## src/design/pf_pkg.sv

```systemverilog
`timescale 1ns / 1ps

package pf_pkg;

  // letter codes and square geometry
  localparam logic [4:0] LETTER_I = 5'd8;
  localparam logic [4:0] LETTER_J = 5'd9;
  localparam logic [4:0] LETTER_X = 5'd23;
  localparam logic [4:0] LETTER_Z = 5'd25;
  localparam logic [4:0] CELLS    = 5'd25;
  localparam logic [4:0] LETTERS  = 5'd26;
  localparam logic [2:0] SIDE     = 3'd5;

  // request function codes
  localparam logic [1:0] FN_KEY     = 2'd0;
  localparam logic [1:0] FN_KEY_END = 2'd1;
  localparam logic [1:0] FN_TEXT    = 2'd2;
  localparam logic [1:0] FN_END     = 2'd3;

  // control states
  typedef enum logic [3:0] {
    ST_IDLE = 4'b0001,
    ST_FILL = 4'b0010,
    ST_CELL = 4'b0100,
    ST_LOAD = 4'b1000
  } state_t;

  // j shares the cell of i
  function automatic logic [4:0] fold_j(input logic [4:0] l);
    return (l == LETTER_J) ? LETTER_I : l;
  endfunction

  // row of a cell index 0..24
  function automatic logic [2:0] cell_row(input logic [4:0] p);
    logic [2:0] r;
    if (p >= 5'd20) r = 3'd4;
    else if (p >= 5'd15) r = 3'd3;
    else if (p >= 5'd10) r = 3'd2;
    else if (p >= 5'd5) r = 3'd1;
    else r = 3'd0;
    return r;
  endfunction

  // column of a cell index given its row
  function automatic logic [2:0] cell_col(input logic [4:0] p, input logic [2:0] r);
    logic [4:0] t;
    t = p - ({2'b00, r} << 2) - {2'b00, r};
    return t[2:0];
  endfunction

  // step one place along a row or column, wrapping at the edge
  function automatic logic [2:0] wrap_inc(input logic [2:0] v);
    return (v == SIDE - 3'd1) ? 3'd0 : v + 3'd1;
  endfunction

  // cell index from row and column
  function automatic logic [4:0] cell_idx(input logic [2:0] r, input logic [2:0] c);
    return ({2'b00, r} << 2) + {2'b00, r} + {2'b00, c};
  endfunction

endpackage

```

## src/design/playfair_encryptor.sv

```systemverilog
`timescale 1ns / 1ps

// Playfair encryptor over letter codes 0 (a) .. 25 (z), 5x5 square.
// Input channel (in_valid/in_ready, func, letter): key letters, then a
// key end request, then plaintext letters and a message end request.
// Output channel (out_valid/out_ready, cipher_letter, last): each pair
// gives two letters, last high on the second.
// A key letter is handled in the idle state. A key end walks the 26 letters
// through the square memory write port, one per cycle, and the next request
// is taken once the walk ends. A request that completes a pair goes through
// the position memory read, then the square memory read, then into the
// output buffer; the next request is taken once the pair is in the buffer.
// Other requests are handled in the idle state as well.
// The two result letters sit in an output buffer, so requests keep flowing
// while the receiver stalls; only a second finished pair waits for the
// buffer to drain, holding in_ready low.
// Reset clears the used-letter mask, the fill count, the pending letter and
// the buffer; the square must be built again by a new key.
module playfair_encryptor (
  input  logic       clk,
  input  logic       rst,
  input  logic       in_valid,
  output logic       in_ready,
  input  logic [1:0] func,
  input  logic [4:0] letter,
  output logic       out_valid,
  input  logic       out_ready,
  output logic [4:0] cipher_letter,
  output logic       last
);

  pf_pkg::state_t state;

  logic [25:0] used_mask;
  logic [4:0]  fill_count;
  logic [4:0]  fill_idx;
  logic        key_done;
  logic        pending_valid;
  logic [4:0]  pending_letter;
  logic [1:0]  out_cnt;

  logic [4:0] square_mem [25];
  logic [4:0] cell_mem [26];

  logic [4:0] cell_a, cell_b;
  logic [4:0] sq_a, sq_b;
  logic [4:0] res_a, res_b;

  logic       in_acc;
  logic       letter_ok;
  logic [4:0] place_src, place_ltr;
  logic       place_req, place_en;
  logic       pair_launch;
  logic [4:0] pair_b;
  logic [2:0] r1, c1, r2, c2;
  logic [4:0] enc_a, enc_b;

  // input handshake
  assign in_ready  = (state == pf_pkg::ST_IDLE);
  assign in_acc    = in_valid && in_ready;
  assign letter_ok = (letter < pf_pkg::LETTERS);

  // square placement, from a key letter or the alphabet walk
  assign place_src = (state == pf_pkg::ST_FILL) ? fill_idx : letter;
  assign place_ltr = pf_pkg::fold_j(place_src);
  assign place_req = (state == pf_pkg::ST_FILL) ||
                     (in_acc && func == pf_pkg::FN_KEY && !key_done && letter_ok);
  assign place_en  = place_req && !used_mask[place_ltr] && (fill_count < pf_pkg::CELLS);

  // pair formation
  assign pair_launch = in_acc && key_done && pending_valid &&
                       ((func == pf_pkg::FN_TEXT && letter_ok) || func == pf_pkg::FN_END);
  assign pair_b = (func == pf_pkg::FN_END) ? pf_pkg::LETTER_Z :
                  (letter == pending_letter) ? pf_pkg::LETTER_X : letter;

  // cell positions to output cells
  assign r1 = pf_pkg::cell_row(cell_a);
  assign c1 = pf_pkg::cell_col(cell_a, r1);
  assign r2 = pf_pkg::cell_row(cell_b);
  assign c2 = pf_pkg::cell_col(cell_b, r2);

  always_comb begin
    if (r1 == r2) begin
      enc_a = pf_pkg::cell_idx(r1, pf_pkg::wrap_inc(c1));
      enc_b = pf_pkg::cell_idx(r2, pf_pkg::wrap_inc(c2));
    end else if (c1 == c2) begin
      enc_a = pf_pkg::cell_idx(pf_pkg::wrap_inc(r1), c1);
      enc_b = pf_pkg::cell_idx(pf_pkg::wrap_inc(r2), c2);
    end else begin
      enc_a = pf_pkg::cell_idx(r1, c2);
      enc_b = pf_pkg::cell_idx(r2, c1);
    end
  end

  // control
  always_ff @(posedge clk) begin
    if (rst) begin
      state          <= pf_pkg::ST_IDLE;
      used_mask      <= '0;
      fill_count     <= '0;
      fill_idx       <= '0;
      key_done       <= 1'b0;
      pending_valid  <= 1'b0;
      pending_letter <= '0;
      out_cnt        <= '0;
    end else begin
      if (place_en) begin
        used_mask[place_ltr] <= 1'b1;
        if (place_ltr == pf_pkg::LETTER_I) begin
          used_mask[pf_pkg::LETTER_J] <= 1'b1;
        end
        fill_count <= fill_count + 5'd1;
      end
      if (out_valid && out_ready) begin
        out_cnt <= out_cnt - 2'd1;
      end
      unique case (state)
        pf_pkg::ST_IDLE: begin
          if (in_acc) begin
            unique case (func)
              pf_pkg::FN_KEY: begin
              end
              pf_pkg::FN_KEY_END: begin
                if (!key_done) begin
                  state    <= pf_pkg::ST_FILL;
                  fill_idx <= '0;
                end
              end
              pf_pkg::FN_TEXT: begin
                if (key_done && letter_ok) begin
                  if (!pending_valid) begin
                    pending_valid  <= 1'b1;
                    pending_letter <= letter;
                  end else begin
                    if (letter != pending_letter) begin
                      pending_valid <= 1'b0;
                    end
                    state <= pf_pkg::ST_CELL;
                  end
                end
              end
              pf_pkg::FN_END: begin
                if (key_done && pending_valid) begin
                  pending_valid <= 1'b0;
                  state         <= pf_pkg::ST_CELL;
                end
              end
              default: begin
              end
            endcase
          end
        end
        pf_pkg::ST_FILL: begin
          if (fill_idx == pf_pkg::LETTERS - 5'd1) begin
            state    <= pf_pkg::ST_IDLE;
            key_done <= 1'b1;
          end else begin
            fill_idx <= fill_idx + 5'd1;
          end
        end
        pf_pkg::ST_CELL: begin
          state <= pf_pkg::ST_LOAD;
        end
        pf_pkg::ST_LOAD: begin
          if (out_cnt == 2'd0) begin
            out_cnt <= 2'd2;
            state   <= pf_pkg::ST_IDLE;
          end
        end
        default: begin
          state <= pf_pkg::ST_IDLE;
        end
      endcase
    end
  end

  // square and position memories
  always_ff @(posedge clk) begin
    if (place_en) begin
      square_mem[fill_count] <= place_ltr;
      cell_mem[place_ltr]    <= fill_count;
    end
    if (pair_launch) begin
      cell_a <= cell_mem[pf_pkg::fold_j(pending_letter)];
      cell_b <= cell_mem[pf_pkg::fold_j(pair_b)];
    end
    if (state == pf_pkg::ST_CELL) begin
      sq_a <= square_mem[enc_a];
      sq_b <= square_mem[enc_b];
    end
  end

  // output buffer
  always_ff @(posedge clk) begin
    if (state == pf_pkg::ST_LOAD && out_cnt == 2'd0) begin
      res_a <= sq_a;
      res_b <= sq_b;
    end
  end

  assign out_valid     = (out_cnt != 2'd0);
  assign cipher_letter = (out_cnt == 2'd2) ? res_a : res_b;
  assign last          = (out_cnt == 2'd1);

`ifndef SYNTH
  // the square stays frozen once complete
  a_key_sticky: assert property (@(posedge clk) disable iff (rst)
    key_done |=> key_done)
    else $error("key_done dropped");

  // a complete square has every cell filled
  a_square_full: assert property (@(posedge clk) disable iff (rst)
    key_done |-> fill_count == pf_pkg::CELLS)
    else $error("square incomplete after key end");

  // a finished pair lands in an empty buffer as two letters
  a_buffer_load: assert property (@(posedge clk) disable iff (rst)
    (state == pf_pkg::ST_LOAD && out_cnt == 2'd0) |=> out_cnt == 2'd2)
    else $error("pair not loaded into output buffer");
`endif

endmodule

```

## config.mk

```make
export PLATFORM = sky130hd
export DESIGN_NAME = playfair_encryptor
export DESIGN_NICKNAME = d
export VERILOG_FILES = /design/src/design/pf_pkg.sv /design/src/design/playfair_encryptor.sv
export SDC_FILE = /design/constraint.sdc
export NUM_CORES = 1
export LEC_CHECK = 0
export BUFFER_PORTS_ARGS = -buffer_cell sky130_fd_sc_hd__buf_2
export CORE_ASPECT_RATIO = 2
export CORE_UTILIZATION = 50
export DETAILED_ROUTE_END_ITERATION = 12
export PLACE_DENSITY_LB_ADDON = 0.3
export SLEW_MARGIN = 20
export SYNTH_ARGS = -nofsm -noshare
export SYNTH_HDL_FRONTEND = slang
export SYNTH_SLANG_ARGS = --single-unit
export TNS_END_PERCENT = 20
```

## constraint.sdc

```tcl
create_clock -name clk -period 6.61 [get_ports clk]
set_clock_uncertainty 0.05 [all_clocks]
set_input_delay 1.322 -clock clk [delete_from_list [all_inputs] [get_ports clk]]
set_output_delay 1.322 -clock clk [all_outputs]
set_load 0.02 [all_outputs]
```

=== Word level (Yosys, flattened, before mapping) ===
Memories as Yosys holds them, arrays and structs flattened. A register that Yosys moved wholly into a read port is not among the register bits.
Index checks and enable logic that the tools add are counted.

* Bits of input ports: 11
* Bits in registers: 59
* Memories kept: 2
* ROM bits: 0
* Latch bits: 0
* Memory bits (writable): 255

{| class="wikitable"
|+ Memories
! name !! words !! bits a word !! read ports !! clocked after Yosys merged registers in !! wr ports !! line !! source
|-
| cell_mem || 26 || 5 || 2 || 2 || 1 || playfair_encryptor.sv:43 || <nowiki>logic [4:0] cell_mem [26];</nowiki>
|-
| square_mem || 25 || 5 || 2 || 2 || 1 || playfair_encryptor.sv:42 || <nowiki>logic [4:0] square_mem [25];</nowiki>
|}

* Add/subtract/negate cells: 21
* Multiply operators: 0
* Reductions and logical operators: 29
* Equal/unequal tests: 35
* Bitwise logic cells: 2
* Mux-type cells: 52
* Magnitude comparators: 12
* Shifts and indexed selects: 0
* Divide/modulo/power cells: 0

{| class="wikitable"
|+ Operators by type and width
! cell !! number
|-
| 5-bit two-way mux || 15
|-
| 5-bit by 3-bit adder with 5-bit output || 10
|-
| 4-bit two-way mux || 7
|-
| 26-bit bitwise OR || 1
|-
| 5-bit by 4-bit == test with 1-bit output (second input constant) || 4
|-
| 5-bit by 4-bit greater-or-equal comparator with 1-bit output (second input constant) || 4
|-
| 3-bit two-way mux || 6
|-
| 4-bit one-hot mux with 4 select lines || 1
|-
| 1-bit logical AND || 15
|-
| 5-bit AND reduction || 3
|-
| 2-bit two-way mux || 7
|-
| 3-bit by 1-bit adder with 3-bit output (second input constant) || 4
|-
| 3-bit == test (second input constant) || 4
|-
| 4-bit one-hot mux with 3 select lines || 1
|-
| 3-bit subtractor || 4
|-
| 1-bit two-way mux || 11
|-
| 5-bit by 1-bit adder with 5-bit output (second input constant) || 2
|-
| 5-bit by 3-bit greater-or-equal comparator with 1-bit output (second input constant) || 2
|-
| 5-bit greater-or-equal comparator (second input constant) || 2
|-
| 5-bit less-than comparator (second input constant) || 2
|-
| 2-bit by 1-bit inequality test with 1-bit output (second input constant) || 5
|-
| 5-bit one-hot mux with 2 select lines || 1
|-
| 8-bit AND reduction || 1
|-
| 2-bit == test (second input constant) || 3
|-
| 25 further kinds || 36
|}

=== Depth between registers and ports, before layout ===
* Depth in word-level cells: 11
* Gate-level depth with buffers: 26

=== Worst setup path after synthesis ===
No wires, ideal clock.

* Path type: reg-to-reg
* Start point: register cell_a[1] (read register of cell_mem)
* End point: register sq_a[0] (read register of square_mem) (data pin)
* Slack: 0.825 ns
* Library setup time: 0.260 ns
* Path buffers: 0
* Cell stages (with the launch flop): 26
* Arrival: 5.476 ns
* Period minus slack after synthesis: 5.785 ns
* Cells stage by stage: edfxtp_1 nand2b_1 a32oi_1 inv_1 nor2_1 ha_1 inv_1 ha_1 nor2_1 fa_1 or3b_2 o311a_1 o311ai_2 inv_1 fa_1 inv_1 ha_1 a21o_1 a21oi_1 xor2_1 nand3_1 a31oi_2 nor4b_2 a32oi_1 o21ai_0 nor3_1

* Cells in the longest elaborated chain, start to end: 11

{| class="wikitable"
|+ Ends and longest elaborated chain
! item !! line !! source
|-
| start: declaration || playfair_encryptor.sv:45 || <nowiki>logic [4:0] cell_a, cell_b;</nowiki>
|-
| 5-bit by 3-bit greater-or-equal comparator with 1-bit output || pf_pkg.sv:39 || <nowiki>else if (p >= 5'd5) r = 3'd1;</nowiki>
|-
| 1-bit two-way mux || pf_pkg.sv:39 ||
|-
| 2-bit two-way mux || pf_pkg.sv:38 || <nowiki>else if (p >= 5'd10) r = 3'd2;</nowiki>
|-
| 2-bit two-way mux || pf_pkg.sv:37 || <nowiki>else if (p >= 5'd15) r = 3'd3;</nowiki>
|-
| 3-bit two-way mux || pf_pkg.sv:36 || <nowiki>if (p >= 5'd20) r = 3'd4;</nowiki>
|-
| 3-bit subtractor, or another cell as far along || pf_pkg.sv:47 || <nowiki>t = p - ({2'b00, r} << 2) - {2'b00, r};</nowiki>
|-
| 3-bit subtractor or 3-bit two-way mux (tied branches) || pf_pkg.sv:47, pf_pkg.sv:53 ||
|-
| 3-bit by 1-bit adder with 3-bit output, or another cell as far along || pf_pkg.sv:53 || <nowiki>return (v == SIDE - 3'd1) ? 3'd0 : v + 3'd1;</nowiki>
|-
| 3-bit two-way mux or 5-bit by 3-bit adder with 5-bit output (tied branches) || pf_pkg.sv:53, pf_pkg.sv:58 ||
|-
| 5-bit by 3-bit adder with 5-bit output or 5-bit two-way mux (tied branches) || pf_pkg.sv:58, playfair_encryptor.sv:86 ||
|-
| 5-bit two-way mux (*) || playfair_encryptor.sv:83 || <nowiki>if (r1 == r2) begin</nowiki>
|-
| end: declaration || playfair_encryptor.sv:46 || <nowiki>logic [4:0] sq_a, sq_b;</nowiki>
|}

Mark *: on every way between the ends. The rest lies on a longest branch, timed or not.
A chain may end at the register's enable or synchronous reset.

=== Worst setup path in the final report ===
* Start point: register cell_b[1] (read register of cell_mem)
* End point: register sq_b[0] (read register of square_mem) (data pin)

* Cells in the longest elaborated chain, start to end: 11

{| class="wikitable"
|+ Ends and longest elaborated chain
! item !! line
|-
| start: declaration || playfair_encryptor.sv:45
|-
| 5-bit by 3-bit greater-or-equal comparator with 1-bit output || pf_pkg.sv:39
|-
| 1-bit two-way mux || pf_pkg.sv:39
|-
| 2-bit two-way mux || pf_pkg.sv:38
|-
| 2-bit two-way mux || pf_pkg.sv:37
|-
| 3-bit two-way mux || pf_pkg.sv:36
|-
| 3-bit subtractor, or another cell as far along || pf_pkg.sv:47
|-
| 3-bit subtractor or 3-bit two-way mux (tied branches) || pf_pkg.sv:47, pf_pkg.sv:53
|-
| 3-bit by 1-bit adder with 3-bit output, or another cell as far along || pf_pkg.sv:53
|-
| 3-bit two-way mux or 5-bit by 3-bit adder with 5-bit output (tied branches) || pf_pkg.sv:53, pf_pkg.sv:58
|-
| 5-bit by 3-bit adder with 5-bit output or 5-bit two-way mux (tied branches) || pf_pkg.sv:58, playfair_encryptor.sv:86
|-
| 5-bit two-way mux (*) || playfair_encryptor.sv:83
|-
| end: declaration || playfair_encryptor.sv:46
|}

Marks and branches as above.

==> results.md <==
* Initial DRT Pass Iterations at 6
* RSZ-0062 raised after global routing: false
* Reg-to-reg endpoint: sq_b[0]
* CTS root buf: clkbuf_16
* Clock network fraction of design power at 0.412
* Die span in x at 134.6 um
* Mux share of post-synthesis cell area at 0.08223
* CORE AREA at 34470 um2
* Avg Inst Size Synth at 11.04 um2
* FF+latch count, synth at 333
* Max Cap Violations at 0
* FP Rows at 96
* Grt ovf at 0
* Worst setup EP type: flip-flop
* Ys async rst share at 0
* TNS Setup at 0 ns
* Hold Violations, Final at 0
* IO Pins at 19
* Gpl congestion at 1.036
* GRT Total Usage at 0.2965
* H-Tree Depth at 1
* Multi-input logic area at 7561 um2
* Initial DRC count at ~1200
* ANT nets after route at 0
* Pin count of the biggest net entering global routing at 47
* Startpoint Class: flip-flop
* YS warnings at 0
* Reg2reg start: cell_b[1]
* Combinational Power Share at 0.052
* Post-Route WL at around 52000 um
* Die Height at 267.3 um
* CP endpoint: sq_b[0]
* PD cells at between 200 and 250 nW/um2
* CP Data Required Time at 6.89 ns
* FF+latch area at 9520 um2
* Post-synth EDFFs at 285
* Vias at 13330
* Critical Path Source: cell_b[1]
* Post-synthesis simple-gate area fraction at 0.1388
* CTS tree: done
* Drt drc at 0
* Max clock buf depth at 3
* Final Cycle Share at 0.9383
* Post-placement cell count at 2052
* Post-CTS Hold Buffers at 0
* Cells after synthesis at 1593
* Fillers at 2815
* Synth Area in Adders at 0.04197
* Reg2Reg Depth at 22
* Initial Util at 0.5102
* P_int at 0.003291 W
* Slew Viols, Final at 0
* Area grow syn2layout at 11.35%
* NetSw at between 0.0009 and 0.001 W
* Sink Count at about 330
* CP max FO at 8
* DP HPWL at between 30000 and 40000 um
* # nets final at 1706
* Cts bufs inserted at 29
* Post-CTS Resized at 0
* Slew HR at 0.2514
* Fin cells at 2107
* WP data arrival at 6.48 ns
* Commonest register cell after synthesis: edfxtp_1
* Kind of critical path: reg2reg
* Layout cells sized above 1 at 0.1393
* Outcome: complete, no violations
* Worst hold path class: reg2reg
* Largest family of logic cells by synthesized area: compound AO/OA/AOI/OAI gates
* First-pass GRT wire length at between 70000 and 80000 um
* VDD IR max at 268.9 uV
* Port Buffers at 18
* Min Clock Period, post-route at 6.202 ns
* Die area at ~36000 um2
* Lkg Pwr at 7.069 nW
* Post-Synth XOR/XNOR Area at 0.01494
* Yosys cell types at 69
* Vias per cell at 6.327
* Setup-failing EPs final at 0
* Worst-Margin Slew at between 1 and 1.5 ns
* Seq pwr share at 0.536
* Complex-gate fraction of the synthesized area at 0.1448
* Setup slack, reg-to-reg at 0.41 ns
* Post-CTS Setup Bufs at 0
* F_max at ~160 MHz
* Antenna violations before repair at 1
* Vias in the first global route at 13370
* Drt wl/cell at 24.71 um
* Worst-path clk slew at 0.07 ns
* Post-Syn Area at roughly 18000 um2
* Sw Ratio at 0.2254
* Clock latency on the worst-skew pair at 0.59 ns
* Register area share after synthesis at 0.5412
==> final cells by class <==
type,instances,area share
Clock buffer,36,0.03890
Tap cell,441,0.02817
Timing Repair Buffer,104,0.03884
Antenna cell,1,0.0001278
Inverter,57,0.01092
Sequential cell,333,0.4861
Clock inverter,18,0.01092
Multi-Input combinational cell,1117,0.3860
==> logic make-up (layout without fill, tap and decap cells) <==
group,Yosys count,in the layout
compound gates,362,362
xor+xnor,30,30
fa+ha+maj,53,53
buf+inv,147,215
flops,333,333
mux,114,114
other cells,1,6
simple gates,553,553
==> cells in the mapped netlist, drive strengths merged (3+ instances only) <==
master	number	area share
o22a	3	0.0015
a31o	4	0.0020
o21bai	4	0.0017
edfxtp	285	0.49
mux2i	77	0.044
or3	7	0.0025
a211oi	21	0.0090
nor2	142	0.030
inv	56	0.012
o21ai	50	0.014
o221ai	21	0.010
nor4b	9	0.0059
buf	39	0.013
a21o	12	0.0051
xnor2	15	0.0075
a31oi	26	0.011
o31ai	3	0.0013
mux4	23	0.029
or3b	4	0.0020
nand2	254	0.054
a21oi	89	0.026
clkbuf	51	0.011
o311ai	6	0.0038
dfxtp	48	0.055
a221oi	8	0.0040
fa	10	0.011
nor2b	23	0.0082
nand3	44	0.013
o311a	3	0.0017
and3	8	0.0028
nand2b	12	0.0043
o211ai	11	0.0047
nand3b	3	0.0013
nand4	4	0.0014
a2111oi	9	0.0055
a311oi	7	0.0035
a32oi	44	0.022
and2	10	0.0036
mux2	14	0.0090
o22ai	17	0.0060
nor3	28	0.0080
o21a	9	0.0038
xor2	15	0.0075
ha	43	0.031
==> layer usage <==
layer	GRT usage	vias to the layer above	share of wire
met5	0	-	0
met4	0.2162	0	0.082
met3	0.02877	197	0.044
met2	0.5765	574	0.56
met1	0.2810	6502	0.31
li1	-	6057	-
==> state kept, by name, summed over array words and instances, names as in the netlist <==
signal and flops:
sq_b 5, res_a 5, sq_a 5, res_b 5, cell_a 5, square_mem 125
cell_b 5, pending_letter 5, key_done 1, out_cnt 2, pending_valid 1, fill_count 5
cell_mem 130, used_mask 25, fill_idx 5, state 4
==> worst max-delay path, cell delays in order (launching register included) <==
cell      delay [ns]
edfxtp_1        0.51
nand2b_1        0.23
nor2_1          0.21
nor3_2          0.09
nor2_2          0.19
ha_1            0.28
inv_1           0.06
ha_1            0.13
nor2_1          0.05
fa_1            0.44
or3b_2          0.47
o311a_1         0.15
o311ai_2        0.15
inv_1           0.18
fa_1            0.53
fa_1            0.45
xnor2_1         0.17
nand3_1         0.11
a31oi_2         0.55
nor2b_1         0.35
nand2_1         0.20
o22ai_1         0.29
nor3_1          0.09
==> cells in the final DEF (no fill, tap or decap), drive strengths merged, types with 43 or more instances in the layout <==
cell type  instances
ha                43
a32oi             44
dfxtp             48
nand2            254
edfxtp           285
a21oi             89
nand3             44
mux2i             77
o21ai             50
buf              104
nor2             142
inv               61
==> per-stage QoR <==
step	hold slack [ns]	util	area [um2]	total power [W]	worst slack, ns
2_1_floorplan	0.3503	-	17600	0.002454	0.8247
3_3_place_gp	0.3586	0.5380	18550	0.002536	0.4853
3_5_place_dp	0.3554	0.5380	18550	0.002539	0.3144
4_1_cts	0.3712	0.5663	19520	0.004264	0.3033
5_1_grt	0.3797	0.5681	19580	0.004354	0.01874
6_report	0.3692	0.5682	19590	0.004248	0.4077
==> worst min path at each step <==
stage | start | endpoint | slack [ns] | cells after the start
CTS | sq_b[0] | res_b[0] | 0.37 | 0
global placement | sq_b[2] | res_b[2] | 0.36 | 0
global route | sq_b[0] | res_b[0] | 0.38 | 0
detailed placement | sq_b[0] | res_b[0] | 0.36 | 0
floorplan | sq_a[0] | res_a[0] | 0.35 | 0
finish | sq_b[2] | res_b[2] | 0.37 | 0
==> power by group through the flow <==
stage	logic, W	clock network (W)	registers [W]
global route	0.000234	0.00185	0.00228
floorplan	0.000130	0	0.00232
global placement	0.000214	0	0.00232
CTS	0.000217	0.00177	0.00228
detailed placement	0.000216	0	0.00232
finish	0.000220	0.00175	0.00228
Note: power is estimated with default switching activity, not from simulation.
